`config.mk`:
```
export PLATFORM = sky130hd
export DESIGN_NAME = ppr_ctrl
export DESIGN_NICKNAME = d
export VERILOG_FILES = /design/src/ppr_pkg.sv /design/src/ppr_ctrl.sv
export SDC_FILE = /design/constraint.sdc
export NUM_CORES = 1
export LEC_CHECK = 0
export ABC_AREA = 1
export BUFFER_PORTS_ARGS = -buffer_cell sky130_fd_sc_hd__buf_2
export CORE_MARGIN = 1
export CORE_UTILIZATION = 48
export DETAILED_ROUTE_END_ITERATION = 8
export PLACE_DENSITY = 0.82
export SETUP_SLACK_MARGIN = 0.15
export SLEW_MARGIN = 20
export SYNTH_ARGS = -nofsm -noshare
export SYNTH_HDL_FRONTEND = slang
export SYNTH_SLANG_ARGS = --single-unit
```
`constraint.sdc`:
```
create_clock -name clock -period 1.4 [get_ports clock]
set_input_delay 0.21 -clock clock [delete_from_list [all_inputs] [get_ports clock]]
set_output_delay 0.21 -clock clock [all_outputs]
set_load 0.01 [all_outputs]
```
`src/ppr_pkg.sv`:
```
// Shared types and constants for the polygon perimeter rescale block.
// Used by ppr_ctrl, ppr_datapath and polygon_perimeter_rescale.
package ppr_pkg;

   localparam int MAX_NODES   = 16;
   localparam int CNT_W       = $clog2(MAX_NODES + 1);
   localparam int IDX_W       = $clog2(MAX_NODES);
   localparam int SQRT_STEPS  = 33;
   localparam int DIV_STEPS   = 72;
   localparam logic [71:0] QCAP = 72'd1 << 40;

   typedef struct packed {
      logic signed [31:0] orig_x;
      logic signed [31:0] orig_y;
      logic signed [31:0] trans_x;
      logic signed [31:0] trans_y;
      logic               last_node;
   } req_type;

   typedef struct packed {
      logic signed [31:0] out_x;
      logic signed [31:0] out_y;
      logic               last_out;
      logic               degenerate;
   } rsp_type;

   typedef struct packed {
      logic signed [31:0] x;
      logic signed [31:0] y;
   } point_type;

   typedef enum logic [1:0] {
      SEL_NEW_ORIG, SEL_NEW_TRANS, SEL_CLOSE_ORIG, SEL_CLOSE_TRANS
   } edge_sel_type;

   typedef enum logic [4:0] {
      ST_IDLE, ST_DISPATCH, ST_E_DIFF, ST_E_MUL, ST_E_LOAD, ST_E_ROOT, ST_E_ACC,
      ST_STORE, ST_CENT_LOAD, ST_CENT_DIV, ST_CENT_WR, ST_V_READ, ST_V_DIFF,
      ST_V_MUL, ST_V_LOAD, ST_V_DIV, ST_V_WR, ST_EMIT
   } state_type;

   typedef struct packed {
      logic         latch;
      edge_sel_type sel;
      logic         axis;
      logic         edge_diff;
      logic         edge_mul;
      logic         edge_load;
      logic         root_step;
      logic         edge_acc;
      logic         store;
      logic         div_load;
      logic         div_cent;
      logic         div_step;
      logic         cent_wr;
      logic         mem_rd;
      logic         vtx_diff;
      logic         vtx_mul;
      logic         res_wr;
      logic         emit;
      logic         k_inc;
      logic         clear;
   } cmd_type;

   typedef struct packed {
      logic full;
      logic zero;
      logic last;
      logic degen;
      logic k_last;
      logic root_done;
      logic div_done;
   } sts_type;

endpackage

```
`src/ppr_ctrl.sv`:
```
// Controller state machine: sequences edge roots, centroid and rescale divides.
// Depends on ppr_pkg; commands ppr_datapath.
module ppr_ctrl (
   input  logic             clock,
   input  logic             reset,
   input  logic             start,
   input  ppr_pkg::sts_type sts,
   output ppr_pkg::cmd_type cmd,
   output logic             busy
);
   import ppr_pkg::*;

   state_type    state_ff, state_in;
   edge_sel_type sel_ff, sel_in;
   logic         axis_ff, axis_in;

   always_ff @(posedge clock) begin
      if (reset) begin
         state_ff <= ST_IDLE;
         sel_ff   <= SEL_NEW_ORIG;
         axis_ff  <= 1'b0;
      end else begin
         state_ff <= state_in;
         sel_ff   <= sel_in;
         axis_ff  <= axis_in;
      end
   end

   always_comb begin
      state_in = state_ff;
      sel_in   = sel_ff;
      axis_in  = axis_ff;
      cmd      = '0;
      cmd.sel  = sel_ff;
      cmd.axis = axis_ff;
      case (state_ff)
         ST_IDLE: begin
            if (start) begin
               cmd.latch = 1'b1;
               state_in  = ST_DISPATCH;
            end
         end
         ST_DISPATCH: begin
            if (!sts.full) begin
               if (sts.zero) state_in = ST_STORE;
               else begin
                  sel_in   = SEL_NEW_ORIG;
                  state_in = ST_E_DIFF;
               end
            end else if (sts.last) begin
               sel_in   = SEL_CLOSE_ORIG;
               state_in = ST_E_DIFF;
            end else state_in = ST_IDLE;
         end
         ST_E_DIFF: begin
            cmd.edge_diff = 1'b1;
            state_in      = ST_E_MUL;
         end
         ST_E_MUL: begin
            cmd.edge_mul = 1'b1;
            state_in     = ST_E_LOAD;
         end
         ST_E_LOAD: begin
            cmd.edge_load = 1'b1;
            state_in      = ST_E_ROOT;
         end
         ST_E_ROOT: begin
            if (sts.root_done) state_in = ST_E_ACC;
            else cmd.root_step = 1'b1;
         end
         ST_E_ACC: begin
            cmd.edge_acc = 1'b1;
            case (sel_ff)
               SEL_NEW_ORIG: begin
                  sel_in   = SEL_NEW_TRANS;
                  state_in = ST_E_DIFF;
               end
               SEL_NEW_TRANS:  state_in = ST_STORE;
               SEL_CLOSE_ORIG: begin
                  sel_in   = SEL_CLOSE_TRANS;
                  state_in = ST_E_DIFF;
               end
               default: begin
                  axis_in  = 1'b0;
                  state_in = ST_CENT_LOAD;
               end
            endcase
         end
         ST_STORE: begin
            cmd.store = 1'b1;
            if (sts.last) begin
               sel_in   = SEL_CLOSE_ORIG;
               state_in = ST_E_DIFF;
            end else state_in = ST_IDLE;
         end
         ST_CENT_LOAD: begin
            cmd.div_load = 1'b1;
            cmd.div_cent = 1'b1;
            state_in     = ST_CENT_DIV;
         end
         ST_CENT_DIV: begin
            if (sts.div_done) state_in = ST_CENT_WR;
            else cmd.div_step = 1'b1;
         end
         ST_CENT_WR: begin
            cmd.cent_wr = 1'b1;
            axis_in     = ~axis_ff;
            state_in    = axis_ff ? ST_V_READ : ST_CENT_LOAD;
         end
         ST_V_READ: begin
            cmd.mem_rd = 1'b1;
            state_in   = ST_V_DIFF;
         end
         ST_V_DIFF: begin
            cmd.vtx_diff = 1'b1;
            axis_in      = 1'b0;
            state_in     = sts.degen ? ST_EMIT : ST_V_MUL;
         end
         ST_V_MUL: begin
            cmd.vtx_mul = 1'b1;
            state_in    = ST_V_LOAD;
         end
         ST_V_LOAD: begin
            cmd.div_load = 1'b1;
            state_in     = ST_V_DIV;
         end
         ST_V_DIV: begin
            if (sts.div_done) state_in = ST_V_WR;
            else cmd.div_step = 1'b1;
         end
         ST_V_WR: begin
            cmd.res_wr = 1'b1;
            axis_in    = ~axis_ff;
            state_in   = axis_ff ? ST_EMIT : ST_V_MUL;
         end
         ST_EMIT: begin
            cmd.emit = 1'b1;
            if (sts.k_last) begin
               cmd.clear = 1'b1;
               state_in  = ST_IDLE;
            end else begin
               cmd.k_inc = 1'b1;
               state_in  = ST_V_READ;
            end
         end
         default: state_in = ST_IDLE;
      endcase
   end

   assign busy = (state_ff != ST_IDLE);

   // a result strobe is never held: ST_EMIT always moves on to ST_V_READ or ST_IDLE
   a_emit_single: assert property (@(posedge clock) disable iff (reset)
      cmd.emit |=> !cmd.emit) else $error("result strobe held");

   a_accept_busy: assert property (@(posedge clock) disable iff (reset)
      (start && !busy) |=> busy) else $error("transfer not taken up");

   a_root_leave: assert property (@(posedge clock) disable iff (reset)
      (state_ff == ST_E_ROOT && sts.root_done) |=> state_ff == ST_E_ACC)
      else $error("root unit finish missed");

endmodule

```
-- Word-level counts from Yosys, hierarchy flattened
Cells that the tools add are included.
- register bits: 8
- bits of input ports: 10
- output and inout bits: 22
- word-level logic and storage cells: 84
- equal/unequal tests: 26
- mux-type cells: 41
- bitwise logic cells: 1
- reduce and logical (&&, ||, !) cells: 13
- operators by type and width (cell ; count):
    one-hot mux 5 bit (18 select lines) ; 1
    == test 5 x 4 -> 1 bit, second input constant ; 8
    two-way mux 5 bit ; 7
    two-way mux 1 bit ; 21
    == test 5 x 3 -> 1 bit, second input constant ; 4
    == test 5 x 2 -> 1 bit, second input constant ; 2
    == test 5 bit, second input constant ; 2
    two-way mux 2 bit ; 5
    != test 2 bit, second input constant ; 5
    one-hot mux 4 bit (2 select lines) ; 1
    OR reduction 2 bit ; 4
    two-way mux 3 bit ; 2
    one-hot mux 2 bit (3 select lines) ; 1
    nonzero test 3 bit ; 2
    == test 5 x 1 -> 1 bit, second input constant ; 1
    logical NOT 5 bit ; 1
    nonzero test 5 bit ; 1
    two-way mux 4 bit ; 1
    one-hot mux 2 bit (2 select lines) ; 1
    AND reduction 4 bit ; 1
    != test 3 x 1 -> 1 bit, second input constant ; 1
    != test 3 bit, second input constant ; 1
    one-hot mux 1 bit (3 select lines) ; 1
    AND reduction 3 bit ; 1
    6 further kinds ; 6

-- Logic depth before layout (Yosys ltp)
- depth after elaboration: 4
- depth in mapped cells: 10
- depth with buffers taken out: 10

-- Worst setup path after synthesis
OpenSTA, ideal clock, no wires.
- path kind: register to register
- start point: register state_ff[4]
- end point: register sel_ff[0]
- arrival: 1153 ps
- data required time: 1272 ps
- path slack: 119 ps
- cell stages (with the launch flop): 10
- buffers on the path: 0
- clock period less this slack: 1281 ps
- path through: dfxtp_1 inv_2 nand2_2 nor2_4 nand2_1 inv_2 nand2_1 nand3_1 nand2b_1 a21oi_1
- longest elaborated chain between the ends: 3
- ends and longest elaborated chain (item ; RTL line ; text):
    start: declaration ; ppr_ctrl.sv:13 ; state_type state_ff, state_in;
    start signal: assignment ; ppr_ctrl.sv:23 ; state_ff <= state_in;
    == test 5 x 3 -> 1 bit / == test 5 x 1 -> 1 bit (equally long branches) ; ppr_ctrl.sv:36 ; case (state_ff)
    != test 3 x 1 -> 1 bit (no line), or another cell as far along ; n/a ;
    AND reduction 3 bit (no line) ; n/a ;
    end signal: assignment ; ppr_ctrl.sv:24 ; sel_ff <= sel_in;
    end: declaration ; ppr_ctrl.sv:14 ; edge_sel_type sel_ff, sel_in;
Several ways; a longest one is shown, not always the timed one.
A chain may end at the register's enable or synchronous reset.

==> out/results.env <==
GRT_START_MAX_NET_PINS=9
MAXCLOCKFREQUENCY_MHz=626
WORSTSETUPENDPOINTTYPE='output port'
TIMING_MAX_TRANSITION_VIOLATIONS_FINAL=0
CP_SLOWEST_STAGE_DELAY_PS=340
PLACEMENTROWS=14
PORT_BUFFERS=31
TIMING.FINAL.CRIT_SHARE=1.14
FINALSETUPTNS_PS=-2280
DRT_ITER0_DRCS=177
ROUTED_WL_UM=4070
YS.WARNINGS.COUNT=0
TIMING.FINAL.HOLD_VIOLATIONS=0
TIMING.MAX_CAP.VIOLATIONS=0
DIEHEIGHT_UM=43.6
SYN-MEAN-INSTANCE-AREA_UM2=5.04
GRT_FIRST_PASS_WIRELENGTH_UM=5240
HOLD_SLACK_PS=219
TIMING.CRITICAL_PATH.MODE_CELL='sky130_fd_sc_hd__nand2_2'
VIAS_IN_THE_FIRST_GLOBAL_ROUTE=1140
DIE_SPAN_X_UM=43.6
VIOLATIONS='design-rule violations, negative setup slack'
YOSYSMOSTFREQUENTCELL='sky130_fd_sc_hd__nand2_1'
POSTCTSHOLDBUFS=0
WORST_IR_DROP_VDD_uV=757
COUNT_OF_DIFFERENT_CELL_MASTERS_AFTER_SYNTHESIS=20
INITIAL_CORE_UTIL=0.534
CLK_PIN_SLEW_WORST_PATHS_PS=50
DESIGN.FINAL.NETS=227
SYNTH_TOP_CELLS_BY_AREA='sky130_fd_sc_hd__nand2_1, sky130_fd_sc_hd__dfxtp_1, sky130_fd_sc_hd__inv_1, sky130_fd_sc_hd__nor2_1, sky130_fd_sc_hd__nand3_1'
FINAL_HPWL_FROM_DETAILED_PLACEMENT_UM=1890
CLOCKBUFFERDEPTH=2
CTS_TREE='built'
COREAREA_UM2=1560
FINALCLOCKSKEW_PS=9.36
TOTAL_CONGESTION_OVERFLOW=0
ASYNCSETRESETFLOPFRACSYNTH=0
CLOCK_SINK_COUNT=8
SYN_AREA_UM2=832
POWERDENSITY_nW_PER_UM2=1010
RSZ_0062_RAISED_AFTER_GLOBAL_ROUTING='true'
TOTALPOWERFINAL_mW=1.39
HOLDCRITPATHCLASS='primary input to flop'
YS_DOMINANT_REG_CELL='sky130_fd_sc_hd__dfxtp_1'
TIMING.CRITICAL_PATH.FROM_TYPE='flop'
ROUTED_VIAS=1428
NUM_IO_PINS=32
N_ANTENNA_CELL=0
SYNTH_INSTANCES=165
ROUTE.ANTENNA.REMAINING_NETS=0
NETLIST_TOP_CELLS_COUNT='sky130_fd_sc_hd__nand2_1, sky130_fd_sc_hd__inv_1, sky130_fd_sc_hd__nor2_1, sky130_fd_sc_hd__nand3_1, sky130_fd_sc_hd__dfxtp_1'
MAX_SLEW.WORST_PIN.SLEW_PS=303
CTS_ROOT_BUFFER='sky130_fd_sc_hd__clkbuf_4'
DP_WORST_SETUP_SLACK_PS=-29.5
WS_PATH_TYPE='flop to output port'
EDFF_COUNT_SYNTH=0
SYNTH_AREA_LEADER_CELL='sky130_fd_sc_hd__nand2_1'
DIE_AREA_UM2=1900
CRIT_PATH_MAX_FANOUT=6
CLKLATENCYLATEPIN_PS=270
DRT_PRE_ANTENNA_ITERS=7
GRTUSAGETOTAL=0.378
AREAGROWTHSYNTHTOFINISH_PCT=64.5
GP_ROUTABILITY_CONGESTION=0.940
SYNTH_TOP_AREA_FRAC=0.226
STATUS='finished with violations'
AVGVIACOUNTPERCELL=6.18
SEQUENTIAL_ELEMENT_SHARE_OF_THE_SYNTHESIZED_AREA=0.192
WORST_SLACK_PS=-199
GRT_ANTENNA_BEFORE_REPAIR=0
STATIC-LEAKAGE-POWER_nW=0.821
SLOWEST_STAGE='sky130_fd_sc_hd__dfxtp_2'
PATH_CELLS='clkinv_4 > nand2_2 > nor2_4 > nand2_2 > o21ai_1 > buf_2'
MAPPEDNETLISTNETS=175
LAYOUT_MIN_CYCLE_TIME_PS=1600
WORST_SLEW_MARGIN=0.796
WORST-ENDPOINT-REQUIRED_PS=1190
DRT-WIRELENGTH-PER-CELL_UM=17.6
CP.ARRIVAL_PS=1390
SETUP_VIOL=23
DRC_VIOLATION_COUNT_AFTER_ROUTING=1
H-TREE-DEPTH=1
POST_SYNTHESIS_SEQUENTIAL_ELEMENT_COUNT=8
CTS_MADE_BUFFERS=3
FINAL_LAYOUT_SIZE_SUFFIX_GT1_FRAC=0.451
==> final timing paths <==
| check | from | to | slack, ps | cells past startpoint |
|---|---|---|---|---|
| worst max-delay path | state_ff[4] | cmd[10] | -200 | 6 |
| worst min-delay path | reset | state_ff[1] | 220 | 2 |
| worst max register to register | state_ff[1] | state_ff[2] | -150 | 10 |
| worst min register to register | axis_ff | axis_ff | 550 | 2 |
==> cell type report <==
cell class | instances | area [um2]
clock buffer | 3 | 22.5
fill | 88 | 190
inverter | 33 | 134
multi-input combinational | 121 | 679
sequential | 8 | 176
tap | 16 | 20.0
timing repair buffer | 50 | 337
==> flip-flops by register name, indices dropped and copies added (netlist names) <==
register  cells
axis_ff       1
sel_ff        2
state_ff      5
==> what timing repair did <==
action,in CTS,in global routing
setup buffers,8,4
gates resized for setup,51,10
setup endpoints to repair,26,27
endpoints found under the hold margin,0,0
pin swaps,8,6
==> metal layers <==
| layer | up-vias | wire, um | global-route usage |
|---|---|---|---|
| li1 | 610 | - | - |
| met1 | 653 | 1480 | 0.469 |
| met2 | 126 | 1900 | 0.648 |
| met3 | 39 | 452 | 0.0458 |
| met4 | 0 | 243 | 0.169 |
| met5 | - | 0 | 0 |
==> cell families (layout without fill, tap and decap cells) <==
family,after synthesis,after routing,synth area share
compound gates,16,16,0.0962
buf+inv,36,86,0.168
flops,8,8,0.192
simple gates,105,105,0.543
==> power by group <==
group	internal [mW]	switching [mW]	total [mW]
sequential	0.259	0.0596	0.319
clock	0.0989	0.0911	0.190
combinational	0.359	0.522	0.880
==> metrics by stage <==
step / cell area [um2] / cells / utilization
2_1_floorplan: 840 / 165 / -
3_3_place_gp: 1050 / 216 / 0.674
3_5_place_dp: 1050 / 216 / 0.674
4_1_cts: 1310 / 227 / 0.837
5_1_grt: 1370 / 231 / 0.878
6_report: 1370 / 231 / 0.878
==> cell usage in the layout, fill, tap and decap left out, drive strengths merged <==
cell type / count
nor3: 1
clkbuf: 3
buf: 50
nand4: 5
dfxtp: 8
nand2b: 1
clkinv: 1
nor4: 1
o21ai: 9
nand2: 51
nand3b: 1
nor2: 31
a21oi: 7
inv: 32
nand3: 14
==> critical path: cells and delay by family (launching register included) <==
kind	cells	cell delay, ps
simple gates	3	440
buf+inv	2	250
compound gates	1	100
flops	1	340
(Power assumes the default switching activity.)
